File: src/sv/rram_pkg.sv
`timescale 1ns / 1ps
// ---------------------------------------------------------------------------
// rram_pkg
// Shared types and constants of the region rotate address map.
// ---------------------------------------------------------------------------
package rram_pkg;

	localparam int EdgeW  = 13;   // region edge registers
	localparam int CoordW = 12;   // pixel coordinates
	localparam int SumW   = 15;   // signed offsets within the turned block
	localparam int IdxW   = 3;    // configuration register index
	localparam int MaxDim = 4096; // largest edge value, larger ones saturate
	localparam int WhiteLevel = 255; // RGB value applied when force_white is set

	// Configuration register indexes
	localparam logic [IdxW-1:0] REG_LEFT   = 3'd0;
	localparam logic [IdxW-1:0] REG_TOP    = 3'd1;
	localparam logic [IdxW-1:0] REG_RIGHT  = 3'd2;
	localparam logic [IdxW-1:0] REG_BOTTOM = 3'd3;
	localparam logic [IdxW-1:0] REG_TURN   = 3'd4;

	// Turn codes: none, 90, 180 and 270 degrees
	typedef enum logic [1:0] {
		TURN_NONE = 2'd0,
		TURN_90   = 2'd1,
		TURN_180  = 2'd2,
		TURN_270  = 2'd3
	} turn_t;

	// Region settings after edge saturation
	typedef struct packed {
		logic [EdgeW-1:0] x1;
		logic [EdgeW-1:0] y1;
		logic [EdgeW-1:0] x2;
		logic [EdgeW-1:0] y2;
		turn_t            turn;
	} cfg_t;

	// Word handed from the front stages to the back stages
	typedef struct packed {
		logic [CoordW-1:0]      dx;
		logic [CoordW-1:0]      dy;
		logic [CoordW-1:0]      x1;
		logic [CoordW-1:0]      y1;
		logic [EdgeW-1:0]       lenx;
		logic [EdgeW-1:0]       leny;
		logic signed [SumW-1:0] bx;
		logic signed [SumW-1:0] by;
		logic [CoordW-1:0]      mx;
		logic [CoordW-1:0]      my;
		logic                   in_rect;
		turn_t                  mode;
	} front_t;

endpackage

File: src/sv/region_rotate_address_map.sv
`timescale 1ns / 1ps
// ---------------------------------------------------------------------------
// region_rotate_address_map
// Inverse address map for turning an image rectangle by 90, 180 or 270 deg.
// ---------------------------------------------------------------------------
// The block takes one destination pixel address per clock and returns the
// source pixel to fetch and a flag that replaces the fetched RGB by white
// while keeping its alpha. Four register stages (input capture and region
// size, block placement, block offsets, source select) lie between address
// and result; every stage takes a new word each cycle, so busy is always low
// and the sustained rate is one word per clock. Results appear for one cycle
// with done high and cannot be held off. The user must write region edges and
// the turn code only while no word is in flight; the block does not enforce it.
module region_rotate_address_map import rram_pkg::*; (
	input  logic              clk,
	input  logic              arst_n,
	input  logic              cfg_we,
	input  logic [IdxW-1:0]   cfg_index,
	input  logic [EdgeW-1:0]  cfg_data,
	input  logic              start,
	output logic              busy,
	input  logic [CoordW-1:0] dest_col,
	input  logic [CoordW-1:0] dest_row,
	output logic              done,
	output logic [CoordW-1:0] src_col,
	output logic [CoordW-1:0] src_row,
	output logic              force_white
);

	cfg_t   cfg;
	logic   valid_s2;
	front_t word_s2;
	logic   accept;

	// Every stage advances each cycle
	assign busy   = 1'b0;
	assign accept = start && !busy;

	rram_cfg u_cfg (
		.clk       (clk),
		.arst_n    (arst_n),
		.cfg_we    (cfg_we),
		.cfg_index (cfg_index),
		.cfg_data  (cfg_data),
		.cfg       (cfg)
	);

	rram_front u_front (
		.clk      (clk),
		.arst_n   (arst_n),
		.in_valid (accept),
		.dest_col (dest_col),
		.dest_row (dest_row),
		.cfg      (cfg),
		.valid_s2 (valid_s2),
		.word_s2  (word_s2)
	);

	rram_back u_back (
		.clk         (clk),
		.arst_n      (arst_n),
		.valid_s2    (valid_s2),
		.word_s2     (word_s2),
		.done        (done),
		.src_col     (src_col),
		.src_row     (src_row),
		.force_white (force_white)
	);

endmodule

File: src/sv/rram_cfg.sv
`timescale 1ns / 1ps
// ---------------------------------------------------------------------------
// rram_cfg
// Configuration register bank; presents the saturated region edges.
// ---------------------------------------------------------------------------
module rram_cfg import rram_pkg::*; (
	input  logic             clk,
	input  logic             arst_n,
	input  logic             cfg_we,
	input  logic [IdxW-1:0]  cfg_index,
	input  logic [EdgeW-1:0] cfg_data,
	output cfg_t             cfg
);

	logic [EdgeW-1:0] left_q;
	logic [EdgeW-1:0] top_q;
	logic [EdgeW-1:0] right_q;
	logic [EdgeW-1:0] bottom_q;
	turn_t            turn_q;

	// Clamp an edge to the image size
	function automatic logic [EdgeW-1:0] sat_edge(input logic [EdgeW-1:0] v);
		logic [EdgeW-1:0] lim;
		lim = EdgeW'(MaxDim);
		return (v > lim) ? lim : v;
	endfunction

	// Write one register per enabled cycle
	always_ff @(posedge clk or negedge arst_n) begin
		if (!arst_n) begin
			left_q   <= '0;
			top_q    <= '0;
			right_q  <= '0;
			bottom_q <= '0;
			turn_q   <= TURN_NONE;
		end else if (cfg_we) begin
			case (cfg_index)
				REG_LEFT:   left_q   <= cfg_data;
				REG_TOP:    top_q    <= cfg_data;
				REG_RIGHT:  right_q  <= cfg_data;
				REG_BOTTOM: bottom_q <= cfg_data;
				REG_TURN:   turn_q   <= turn_t'(cfg_data[1:0]);
				default: ;
			endcase
		end
	end

	// Saturated view of the region
	always_comb begin
		cfg.x1   = sat_edge(left_q);
		cfg.y1   = sat_edge(top_q);
		cfg.x2   = sat_edge(right_q);
		cfg.y2   = sat_edge(bottom_q);
		cfg.turn = turn_q;
	end

endmodule

File: src/sv/rram_front.sv
`timescale 1ns / 1ps
// ---------------------------------------------------------------------------
// rram_front
// Stages 1 and 2: capture the word, size the region, place the turned block.
// ---------------------------------------------------------------------------
module rram_front import rram_pkg::*; (
	input  logic              clk,
	input  logic              arst_n,
	input  logic              in_valid,
	input  logic [CoordW-1:0] dest_col,
	input  logic [CoordW-1:0] dest_row,
	input  cfg_t              cfg,
	output logic              valid_s2,
	output front_t            word_s2
);

	logic              valid_s1;
	logic [CoordW-1:0] dx_s1;
	logic [CoordW-1:0] dy_s1;
	logic [EdgeW-1:0]  x1_s1;
	logic [EdgeW-1:0]  y1_s1;
	logic [EdgeW-1:0]  x2_s1;
	logic [EdgeW-1:0]  y2_s1;
	logic [EdgeW-1:0]  lenx_s1;
	logic [EdgeW-1:0]  leny_s1;
	turn_t             mode_s1;

	logic                   region_ok;
	logic signed [SumW-1:0] bx_c;
	logic signed [SumW-1:0] by_c;
	logic                   inside_c;

	// Drop the turn where the region is inverted
	assign region_ok = (cfg.x2 >= cfg.x1) && (cfg.y2 >= cfg.y1);

	// Stage 1 valid
	always_ff @(posedge clk or negedge arst_n) begin
		if (!arst_n) begin
			valid_s1 <= 1'b0;
		end else begin
			valid_s1 <= in_valid;
		end
	end

	// Stage 1 payload: word, edges and region size
	always_ff @(posedge clk) begin
		if (in_valid) begin
			dx_s1   <= dest_col;
			dy_s1   <= dest_row;
			x1_s1   <= cfg.x1;
			y1_s1   <= cfg.y1;
			x2_s1   <= cfg.x2;
			y2_s1   <= cfg.y2;
			lenx_s1 <= cfg.x2 - cfg.x1;
			leny_s1 <= cfg.y2 - cfg.y1;
			mode_s1 <= region_ok ? cfg.turn : TURN_NONE;
		end
	end

	// Origin of the turned block, recentred on the region middle
	assign bx_c = $signed({2'b00, x2_s1}) - $signed({3'b000, lenx_s1[EdgeW-1:1]})
	            - $signed({3'b000, leny_s1[EdgeW-1:1]});
	assign by_c = $signed({2'b00, y2_s1}) - $signed({3'b000, leny_s1[EdgeW-1:1]})
	            - $signed({3'b000, lenx_s1[EdgeW-1:1]});

	// Test the word against the original rectangle
	assign inside_c = ({1'b0, dx_s1} >= x1_s1) && ({1'b0, dx_s1} < x2_s1)
	               && ({1'b0, dy_s1} >= y1_s1) && ({1'b0, dy_s1} < y2_s1);

	// Stage 2 valid
	always_ff @(posedge clk or negedge arst_n) begin
		if (!arst_n) begin
			valid_s2 <= 1'b0;
		end else begin
			valid_s2 <= valid_s1;
		end
	end

	// Stage 2 payload
	always_ff @(posedge clk) begin
		if (valid_s1) begin
			word_s2.dx      <= dx_s1;
			word_s2.dy      <= dy_s1;
			word_s2.x1      <= x1_s1[CoordW-1:0];
			word_s2.y1      <= y1_s1[CoordW-1:0];
			word_s2.lenx    <= lenx_s1;
			word_s2.leny    <= leny_s1;
			word_s2.bx      <= bx_c;
			word_s2.by      <= by_c;
			word_s2.mx      <= x1_s1[CoordW-1:0] + x2_s1[CoordW-1:0] - CoordW'(1);
			word_s2.my      <= y1_s1[CoordW-1:0] + y2_s1[CoordW-1:0] - CoordW'(1);
			word_s2.in_rect <= inside_c;
			word_s2.mode    <= mode_s1;
		end
	end

endmodule

File: src/sv/rram_back.sv
`timescale 1ns / 1ps
// ---------------------------------------------------------------------------
// rram_back
// Stages 3 and 4: locate the word in the turned block and pick the source.
// ---------------------------------------------------------------------------
module rram_back import rram_pkg::*; (
	input  logic              clk,
	input  logic              arst_n,
	input  logic              valid_s2,
	input  front_t            word_s2,
	output logic              done,
	output logic [CoordW-1:0] src_col,
	output logic [CoordW-1:0] src_row,
	output logic              force_white
);

	logic                   valid_s3;
	logic signed [SumW-1:0] r_s3;
	logic signed [SumW-1:0] c_s3;
	logic                   covered_s3;
	logic [CoordW-1:0]      sx180_s3;
	logic [CoordW-1:0]      sy180_s3;
	logic [CoordW-1:0]      dx_s3;
	logic [CoordW-1:0]      dy_s3;
	logic [CoordW-1:0]      x1_s3;
	logic [CoordW-1:0]      y1_s3;
	logic [CoordW-1:0]      lenx_s3;
	logic [CoordW-1:0]      leny_s3;
	logic                   inside_s3;
	turn_t                  mode_s3;

	logic signed [SumW-1:0] r_c;
	logic signed [SumW-1:0] c_c;

	logic                   valid_s4;
	logic [CoordW-1:0]      sx_s4;
	logic [CoordW-1:0]      sy_s4;
	logic                   white_s4;

	logic [CoordW-1:0]      sx_c;
	logic [CoordW-1:0]      sy_c;
	logic                   white_c;

	// Row and column within the turned block
	assign r_c = $signed({3'b000, word_s2.dy}) - word_s2.by;
	assign c_c = $signed({3'b000, word_s2.dx}) - word_s2.bx;

	// Stage 3 valid
	always_ff @(posedge clk or negedge arst_n) begin
		if (!arst_n) begin
			valid_s3 <= 1'b0;
		end else begin
			valid_s3 <= valid_s2;
		end
	end

	// Stage 3 payload: block offsets, coverage and point mirror
	always_ff @(posedge clk) begin
		if (valid_s2) begin
			r_s3       <= r_c;
			c_s3       <= c_c;
			covered_s3 <= !r_c[SumW-1] && (r_c < $signed({2'b00, word_s2.lenx}))
			           && !c_c[SumW-1] && (c_c < $signed({2'b00, word_s2.leny}));
			sx180_s3   <= word_s2.mx - word_s2.dx;
			sy180_s3   <= word_s2.my - word_s2.dy;
			dx_s3      <= word_s2.dx;
			dy_s3      <= word_s2.dy;
			x1_s3      <= word_s2.x1;
			y1_s3      <= word_s2.y1;
			lenx_s3    <= word_s2.lenx[CoordW-1:0];
			leny_s3    <= word_s2.leny[CoordW-1:0];
			inside_s3  <= word_s2.in_rect;
			mode_s3    <= word_s2.mode;
		end
	end

	// Select the source pixel; coordinates wrap to the output width
	always_comb begin
		sx_c    = dx_s3;
		sy_c    = dy_s3;
		white_c = 1'b0;
		case (mode_s3)
			TURN_180: begin
				if (inside_s3) begin
					sx_c = sx180_s3;
					sy_c = sy180_s3;
				end
			end
			TURN_90: begin
				if (covered_s3) begin
					sx_c = x1_s3 + r_s3[CoordW-1:0];
					sy_c = y1_s3 + leny_s3 - CoordW'(1) - c_s3[CoordW-1:0];
				end else if (inside_s3) begin
					white_c = 1'b1;
				end
			end
			TURN_270: begin
				if (covered_s3) begin
					sx_c = x1_s3 + lenx_s3 - CoordW'(1) - r_s3[CoordW-1:0];
					sy_c = y1_s3 + c_s3[CoordW-1:0];
				end else if (inside_s3) begin
					white_c = 1'b1;
				end
			end
			default: ;
		endcase
	end

	// Stage 4 valid
	always_ff @(posedge clk or negedge arst_n) begin
		if (!arst_n) begin
			valid_s4 <= 1'b0;
		end else begin
			valid_s4 <= valid_s3;
		end
	end

	// Stage 4 payload: result register
	always_ff @(posedge clk) begin
		if (valid_s3) begin
			sx_s4    <= sx_c;
			sy_s4    <= sy_c;
			white_s4 <= white_c;
		end
	end

	assign done        = valid_s4;
	assign src_col     = sx_s4;
	assign src_row     = sy_s4;
	assign force_white = white_s4;

	// A result leaves in the cycle after its word reached stage 3
	a_done_follows: assert property (@(posedge clk) disable iff (!arst_n)
		valid_s4 == $past(valid_s3))
		else $error("result strobe out of step with stage 3");

	// Whitening only happens for quarter turns
	a_white_mode: assert property (@(posedge clk) disable iff (!arst_n)
		valid_s3 && (mode_s3 == TURN_NONE || mode_s3 == TURN_180) |=> !white_s4)
		else $error("force_white raised outside a quarter turn");

	// A whitened pixel fetches its own location
	a_white_self: assert property (@(posedge clk) disable iff (!arst_n)
		valid_s4 && white_s4 |-> (sx_s4 == $past(dx_s3)) && (sy_s4 == $past(dy_s3)))
		else $error("whitened pixel fetched from elsewhere");

	// A pixel outside the rectangle and the turned block maps to itself
	a_outside_identity: assert property (@(posedge clk) disable iff (!arst_n)
		valid_s3 && !inside_s3 && !covered_s3 |=>
		!white_s4 && (sx_s4 == $past(dx_s3)) && (sy_s4 == $past(dy_s3)))
		else $error("pixel outside the region was moved");

endmodule
File: config.mk
export PLATFORM = sky130hd
export DESIGN_NAME = region_rotate_address_map
export DESIGN_NICKNAME = d
export VERILOG_FILES = /design/src/sv/rram_pkg.sv /design/src/sv/region_rotate_address_map.sv /design/src/sv/rram_cfg.sv /design/src/sv/rram_front.sv /design/src/sv/rram_back.sv
export SDC_FILE = /design/constraint.sdc
export NUM_CORES = 1
export LEC_CHECK = 0
export BUFFER_PORTS_ARGS = -buffer_cell sky130_fd_sc_hd__buf_2
export CAP_MARGIN = 10
export CORE_MARGIN = 4
export CORE_UTILIZATION = 45
export CTS_BUF_LIST = sky130_fd_sc_hd__clkbuf_16
export CTS_CLUSTER_DIAMETER = 150
export DETAILED_ROUTE_END_ITERATION = 7
export GPL_TIMING_DRIVEN = 0
export PLACE_DENSITY = 0.61
export SLEW_MARGIN = 10
export SYNTH_ARGS = -nofsm -noshare
export SYNTH_HDL_FRONTEND = slang
export SYNTH_HIERARCHICAL = 1
export SYNTH_SLANG_ARGS = --single-unit
File: constraint.sdc
create_clock -name clk -period 8.78 [get_ports clk]
set_clock_uncertainty 0.1 [all_clocks]
set_input_delay 0.878 -clock clk [delete_from_list [all_inputs] [get_ports clk]]
set_output_delay 0.878 -clock clk [all_outputs]
set_load 0.03 [all_outputs]
; ---- After elaboration in Yosys (flattened, before gate mapping)
; Cells that the tools add are included.
; Widths: inputs -> output; s select.
[totals]
in_bits = 44
out_inout_bits = 27
wordCells = 118
ff_bits = 442
[op_classes]
add_sub_neg = 22
n_lt_le_gt_ge = 12
n_eq_ne = 7
n_mux = 13
n_bitwise = 1
n_reduce_logical = 17
[ops]
columns = operator, count
row1 = $add 12x12->12, 6
row2 = $mux 12, 6
row3 = $pmux 12 s3, 2
row4 = $gt 13x13->1 const B, 4
row5 = $mux 13, 4
row6 = $sub 12x1->12 const B, 4
row7 = $sub 12x12->12, 4
row8 = $lt 15x14->1, 2
row9 = $sub 13x15->15, 2
row10 = $sub 15x13->15, 2
row11 = $sub 13x12->14, 2
row12 = $ge 12x13->1, 2
row13 = $ge 13x13->1, 2
row14 = $lt 12x13->1, 2
row15 = $sub 13x13->13, 2
row16 = $reduce_and 2->1, 5
row17 = $logic_and 1x1->1, 7
row18 = $eq 3x2->1 const B, 2
row19 = $eq 2x2->1 const B, 2
row20 = $reduce_or 2->1, 2
row21 = $eq 3x1->1 const B, 1
row22 = $eq 3x3->1 const B, 1
row23 = $logic_not 3->1, 1
row24 = $eq 2x1->1 const B, 1
row25 = 3 further kinds, 4

; ---- Depth between registers and ports, before layout
[depth]
depth_word = 5
depth_mapped = 17
depth_no_buf = 17

; ---- Cells and area by module
; Netlist, hierarchy kept.
[by_module_without_submodules]
columns = module, cells_per_inst, seq_area_each_um2, instances, area_each_um2
row1 = rram_front, 1085, 7106.8, 1, 13146.4
row2 = rram_back, 1136, 4524.3, 1, 11367.2
row3 = rram_cfg, 173, 1351.3, 1, 2404.8
row4 = region_rotate_address_map, 2, 0.0, 1, 11.3

; ---- Least setup slack after synthesis
; Ideal clock, no wire load.
[synth_path]
path_type = reg-to-reg
from = register, netlist name u_front/word_s2[119]
to = register u_back.covered_s3, data pin
required_time_ps = 8498
path_stages_with_launch = 18
setup_time_ps = 182
n_path_buf = 0
synth_period_minus_slack_ps = 3671
setup_slack_ps = 5109
arrival_ps = 3390
cell_sequence = edfxtp_1 -> inv_1 -> ha_1 -> inv_1 -> fa_1 -> a211oi_1 -> o21ai_0 -> a21o_1 -> a21oi_1 -> o21ai_0 -> xnor2_1 -> ha_1 -> a311oi_1 -> o21ai_0 -> nor4_1 -> and4_1 -> o211ai_1 -> nor4b_1
[synth_between]
elab_chain_cells = 4
word_cells_on_any_way = 5
classes_between = add/sub (1) / order compare (1) / reduce/logical (3)
[synth_lines]
columns = element, line_no
row1 = $sub 13x15->15 *, rram_back.sv:46  ; assign c_c = $signed({3'b000, word_s2.dx}) - word_s2.bx;
row2 = "parallel branches: the longest is 2 deep, another holds $lt 15x14->1", -
row3 = $logic_and 1x1->1 *, rram_back.sv:63  ; && !c_c[SumW-1] && (c_c < $signed({2'b00, word_s2.leny}));
row4 = to (signal assigned), rram_back.sv:62  ; covered_s3 <= !r_c[SumW-1] && (r_c < $signed({2'b00, word_s2.lenx}))
row5 = to (decl), rram_back.sv:20  ; logic covered_s3;
; Mark *: on every way between the ends.
; A chain may end at the register's enable or synchronous reset.

; ---- Worst setup path after layout
[layout_path]
from = register, netlist name u_front/word_s2[119]
to = register u_back.covered_s3, data pin
[layout_between]
elab_chain_cells = 4
word_cells_on_any_way = 5
classes_between = add/sub (1) / order compare (1) / reduce/logical (3)
[layout_lines]
columns = element, line_no
row1 = $sub 13x15->15 *, rram_back.sv:46
row2 = "parallel branches: the longest is 2 deep, another holds $lt 15x14->1", -
row3 = $logic_and 1x1->1 *, rram_back.sv:63
; Marks and branches as above.

==> impl_metrics.json <==
{
  "status": "completed",
  "grt_max_degree": 69,
  "yosysSeqAreaShare_pct": 48.2,
  "worstPathMaxFanout": 3,
  "synth_ff_type": "edfxtp_1",
  "path_class": "flip-flop to flip-flop",
  "setup_viol": 0,
  "grt_pass1_vias": 18253,
  "grt_pass1_wl_um": 105000,
  "post_cts_buffers": 0,
  "synthMuxAreaShare_pct": 2.98,
  "synth-xor-area-share_pct": 4.65,
  "total_power_mw": 11.2,
  "fin_crit_ps": 5050,
  "drv_slew": 0,
  "clk_pin_slew_ps": 60,
  "num_antenna_cells": 0,
  "avgSynthCellArea_sq_um": 11.2,
  "root_buffer": "clkbuf_16",
  "cp.buffers_inverters": 2,
  "initialDrtViolationCount": 1165,
  "synthCells": 2396,
  "max_stage_delay_ps": 470,
  "die_w_um": 253,
  "crit_path_frequent_cell": "o21ai_0",
  "cts-hold-fix-buffers": 0,
  "dieHeight_um": 253,
  "insertion_delay_ps": 590,
  "synthDistinctLibCells": 84,
  "maxCapViolCount": 0,
  "hold_class": "primary input to async pin",
  "drc": 0,
  "wl_per_cell_um": 20.6,
  "start_util_pct": 45.5,
  "crit_arrival_ps": 5270,
  "vias": 18093,
  "worstPathCellList": "inv_1 -> ha_1 -> inv_1 -> fa_1 -> a211oi_1 -> o21ai_0 -> a21o_1 -> a21oi_1 -> o21ai_0 -> xnor2_1 -> ha_1 -> a311oi_1 -> o21ai_0 -> nor4_1 -> and4_1 -> o211ai_1 -> nor4b_1",
  "startpoint_type": "flip-flop",
  "critical_path.slowest_cell": "edfxtp_1",
  "core_sq_um": 59100,
  "portBuffers": 69,
  "synth_top_family_by_area": "adder cells",
  "drive_above_1_share_pct": 9.68,
  "io_pins": 71,
  "ctsResizeCount": 0,
  "synth_compound_area_share_pct": 11.6,
  "synthSimpleGateAreaFrac_pct": 9.86,
  "drtPass1Iterations": 5,
  "cts.sinks": 442,
  "nets": 2899,
  "p_leak_nw": 12.9,
  "tns_ps": 0,
  "cts_made_buffers": 50,
  "rows": 89,
  "grt_antenna_before_repair": 1,
  "synth-adder-area-share_pct": 16.6,
  "yosysWarnings": 6,
  "ctsHtreeMaxLevel": 2,
  "fill_cells": 5270,
  "cts_buffer_depth": 3,
  "ff_latch_area_sq_um": 13000,
  "synth-seq-cells": 442,
  "peakVddDrop_mv": 0.217,
  "drt-total-wl_um": 68700,
  "dp.final_hpwl_um": 55400,
  "rr_worst_depth": 17,
  "antenna_left": 0,
  "cp.depth": 17,
  "crit_path_end_kind": "flip-flop",
  "multi_input_area_sq_um": 12300,
  "tightestPinTransition_ps": 1130,
  "routed_via_density": 5.43,
  "power_density_nw_per_um2": 373,
  "synth_fp_nets": 2774,
  "cts_tree": "yes",
  "required_ps": 8990,
  "syn_area_sq_um": 26900,
  "rsz0062_at_grt": "false",
  "dieArea_sq_um": 63800,
  "synth_edf_count": 384,
  "cp_top_family": "compound AO/OA/AOI/OAI gates",
  "period_share_pct": 57.5,
  "slew_headroom_pct": 24.8,
  "hold_violations": 0,
  "grt_util_all_layers_pct": 21.4,
  "syn2layout_area_growth_pct": 11.1,
  "max_clock_freq_mhz": 198,
  "async_flop_share_pct": 13.1,
  "gp_congestion": 0.939,
  "grt_overflow": 0
}
cell usage in the layout, fill, tap and decap left out, drive strengths merged, types with 16 or more instances in the layout:
master	synthesis	layout
o21a	26	26
a21boi	16	16
nand3	27	27
and3	16	16
clkinv	0	23
nand2	77	77
clkbuf	25	76
dfrtp	58	58
mux2i	16	16
o21ai	97	97
a211oi	18	18
nand2b	30	30
o211ai	17	17
nor2b	93	93
buf	10	83
a21o	43	43
edfxtp	384	384
ha	296	296
inv	394	405
nor2	115	115
mux2	57	57
a21oi	144	144
nor3	41	41
a31oi	17	17
xnor2	106	106
fa	38	38
xor2	37	37
metal layers:
metal / track usage (%) / part of all wire [%] / up-vias / wire [um]
li1: - / - / 8726 / -
met1: 28.5 / 45 / 8797 / 30700
met2: 36.4 / 47 / 443 / 32500
met3: 2.20 / 4.0 / 127 / 2720
met4: 8.32 / 4.1 / 0 / 2800
met5: 0 / 0 / - / 0
power by group:
part | switching, mW | internal, mW
Clock | 0.847 | 1.14
Sequential | 0.400 | 3.13
Combinational | 3.30 | 2.35
registers in the layout, summed over array words and instances, names as in the netlist, 13 cells and up:
register and flops:
u_front/y2_s1 13, u_front/x2_s1 13, u_cfg/bottom_q 13, u_cfg/top_q 13
u_cfg/left_q 13, u_front/lenx_s1 13, u_cfg/right_q 13, u_front/leny_s1 13
u_front/x1_s1 13, u_front/word_s2 131, u_front/y1_s1 13
path summary, 6_finish.rpt:
check                                                     from                     endpoint  slack, ps
worst max-delay path            u_front/word_s2[119]$_DFFE_PP_  u_back/covered_s3$_DFFE_PP_       3730
worst min-delay path                                    arst_n  u_cfg/left_q[9]$_DFFE_PN0P_        250
worst max register to register  u_front/word_s2[119]$_DFFE_PP_  u_back/covered_s3$_DFFE_PP_       3730
worst min register to register   u_front/word_s2[89]$_DFFE_PP_    u_back/y1_s3[6]$_DFFE_PP_        300
max in group asynchronous                               arst_n   u_front/valid_s1$_DFF_PN0_       7670
min in group clk                 u_front/word_s2[89]$_DFFE_PP_    u_back/y1_s3[6]$_DFFE_PP_        300
worst register-to-register path, stage by stage (launching register included):
cell	delay [ps]
edfxtp_1	470
inv_1	90
ha_1	180
inv_1	60
fa_1	430
a211oi_1	240
o21ai_0	240
a21o_1	240
a21oi_1	260
o21ai_0	180
xnor2_1	160
ha_1	340
a311oi_1	310
o21ai_0	130
nor4_1	420
and4_1	330
o211ai_1	120
nor4b_1	470
synth_stat cells (9+ instances only):
| master | count | share of area [%] |
|---|---|---|
| a211oi_1 | 18 | 0.50 |
| a21boi_0 | 15 | 0.42 |
| a21o_1 | 42 | 1.2 |
| a21oi_1 | 142 | 2.6 |
| a31oi_1 | 17 | 0.39 |
| and3_1 | 16 | 0.37 |
| clkbuf_1 | 25 | 0.35 |
| dfrtp_1 | 58 | 5.4 |
| edfxtp_1 | 384 | 43 |
| fa_1 | 38 | 2.8 |
| ha_1 | 296 | 14 |
| inv_1 | 394 | 5.5 |
| mux2_2 | 57 | 2.4 |
| mux2i_1 | 16 | 0.59 |
| nand2_1 | 77 | 1.1 |
| nand2b_1 | 30 | 0.70 |
| nand3_1 | 27 | 0.50 |
| nand4_1 | 14 | 0.33 |
| nor2_1 | 115 | 1.6 |
| nor2b_1 | 92 | 2.1 |
| nor3_1 | 40 | 0.74 |
| nor4_1 | 14 | 0.33 |
| o211ai_1 | 17 | 0.47 |
| o21a_1 | 26 | 0.72 |
| o21ai_0 | 95 | 1.8 |
| o21bai_1 | 14 | 0.39 |
| o31ai_1 | 9 | 0.25 |
| or2_2 | 13 | 0.30 |
| or3_1 | 10 | 0.23 |
| xnor2_1 | 106 | 3.4 |
| xor2_1 | 37 | 1.2 |
metrics by stage:
stage	setup slack, ps	cells	hold slack (ps)	utilization (%)	area [sq um]
floorplan	5110	2396	300	-	26900
global placement	3770	3238	302	47.8	28200
detailed placement	3850	3242	305	48.0	28400
CTS	3810	3334	273	50.6	29900
global route	3440	3334	305	50.6	29900
finish	3730	3334	254	50.6	29900
cell families (layout without fill, tap and decap cells):
kind of cell               count (synthesis)  in the layout
AOI/OAI and AO/OA                        480            480
xor gates and xnor gates                 143            143
adders and majority gates                334            334
buffers and inverters                    429            594
DFF                                      442            442
muxes                                     73             73
other                                      1              1
and+or+nand+nor                          494            494
final cells by class:
| class | instances | share of cell area [%] |
|---|---|---|
| Buffer | 35 | 0.540 |
| Clock inverter | 41 | 0.912 |
| Tap cell | 773 | 3.23 |
| Timing Repair Buffer | 73 | 1.54 |
| Multi-Input combinational cell | 1525 | 41.1 |
| Clock buffer | 51 | 4.27 |
| Inverter | 394 | 4.94 |
| Sequential cell | 442 | 43.4 |
(Power assumes the default switching activity.)
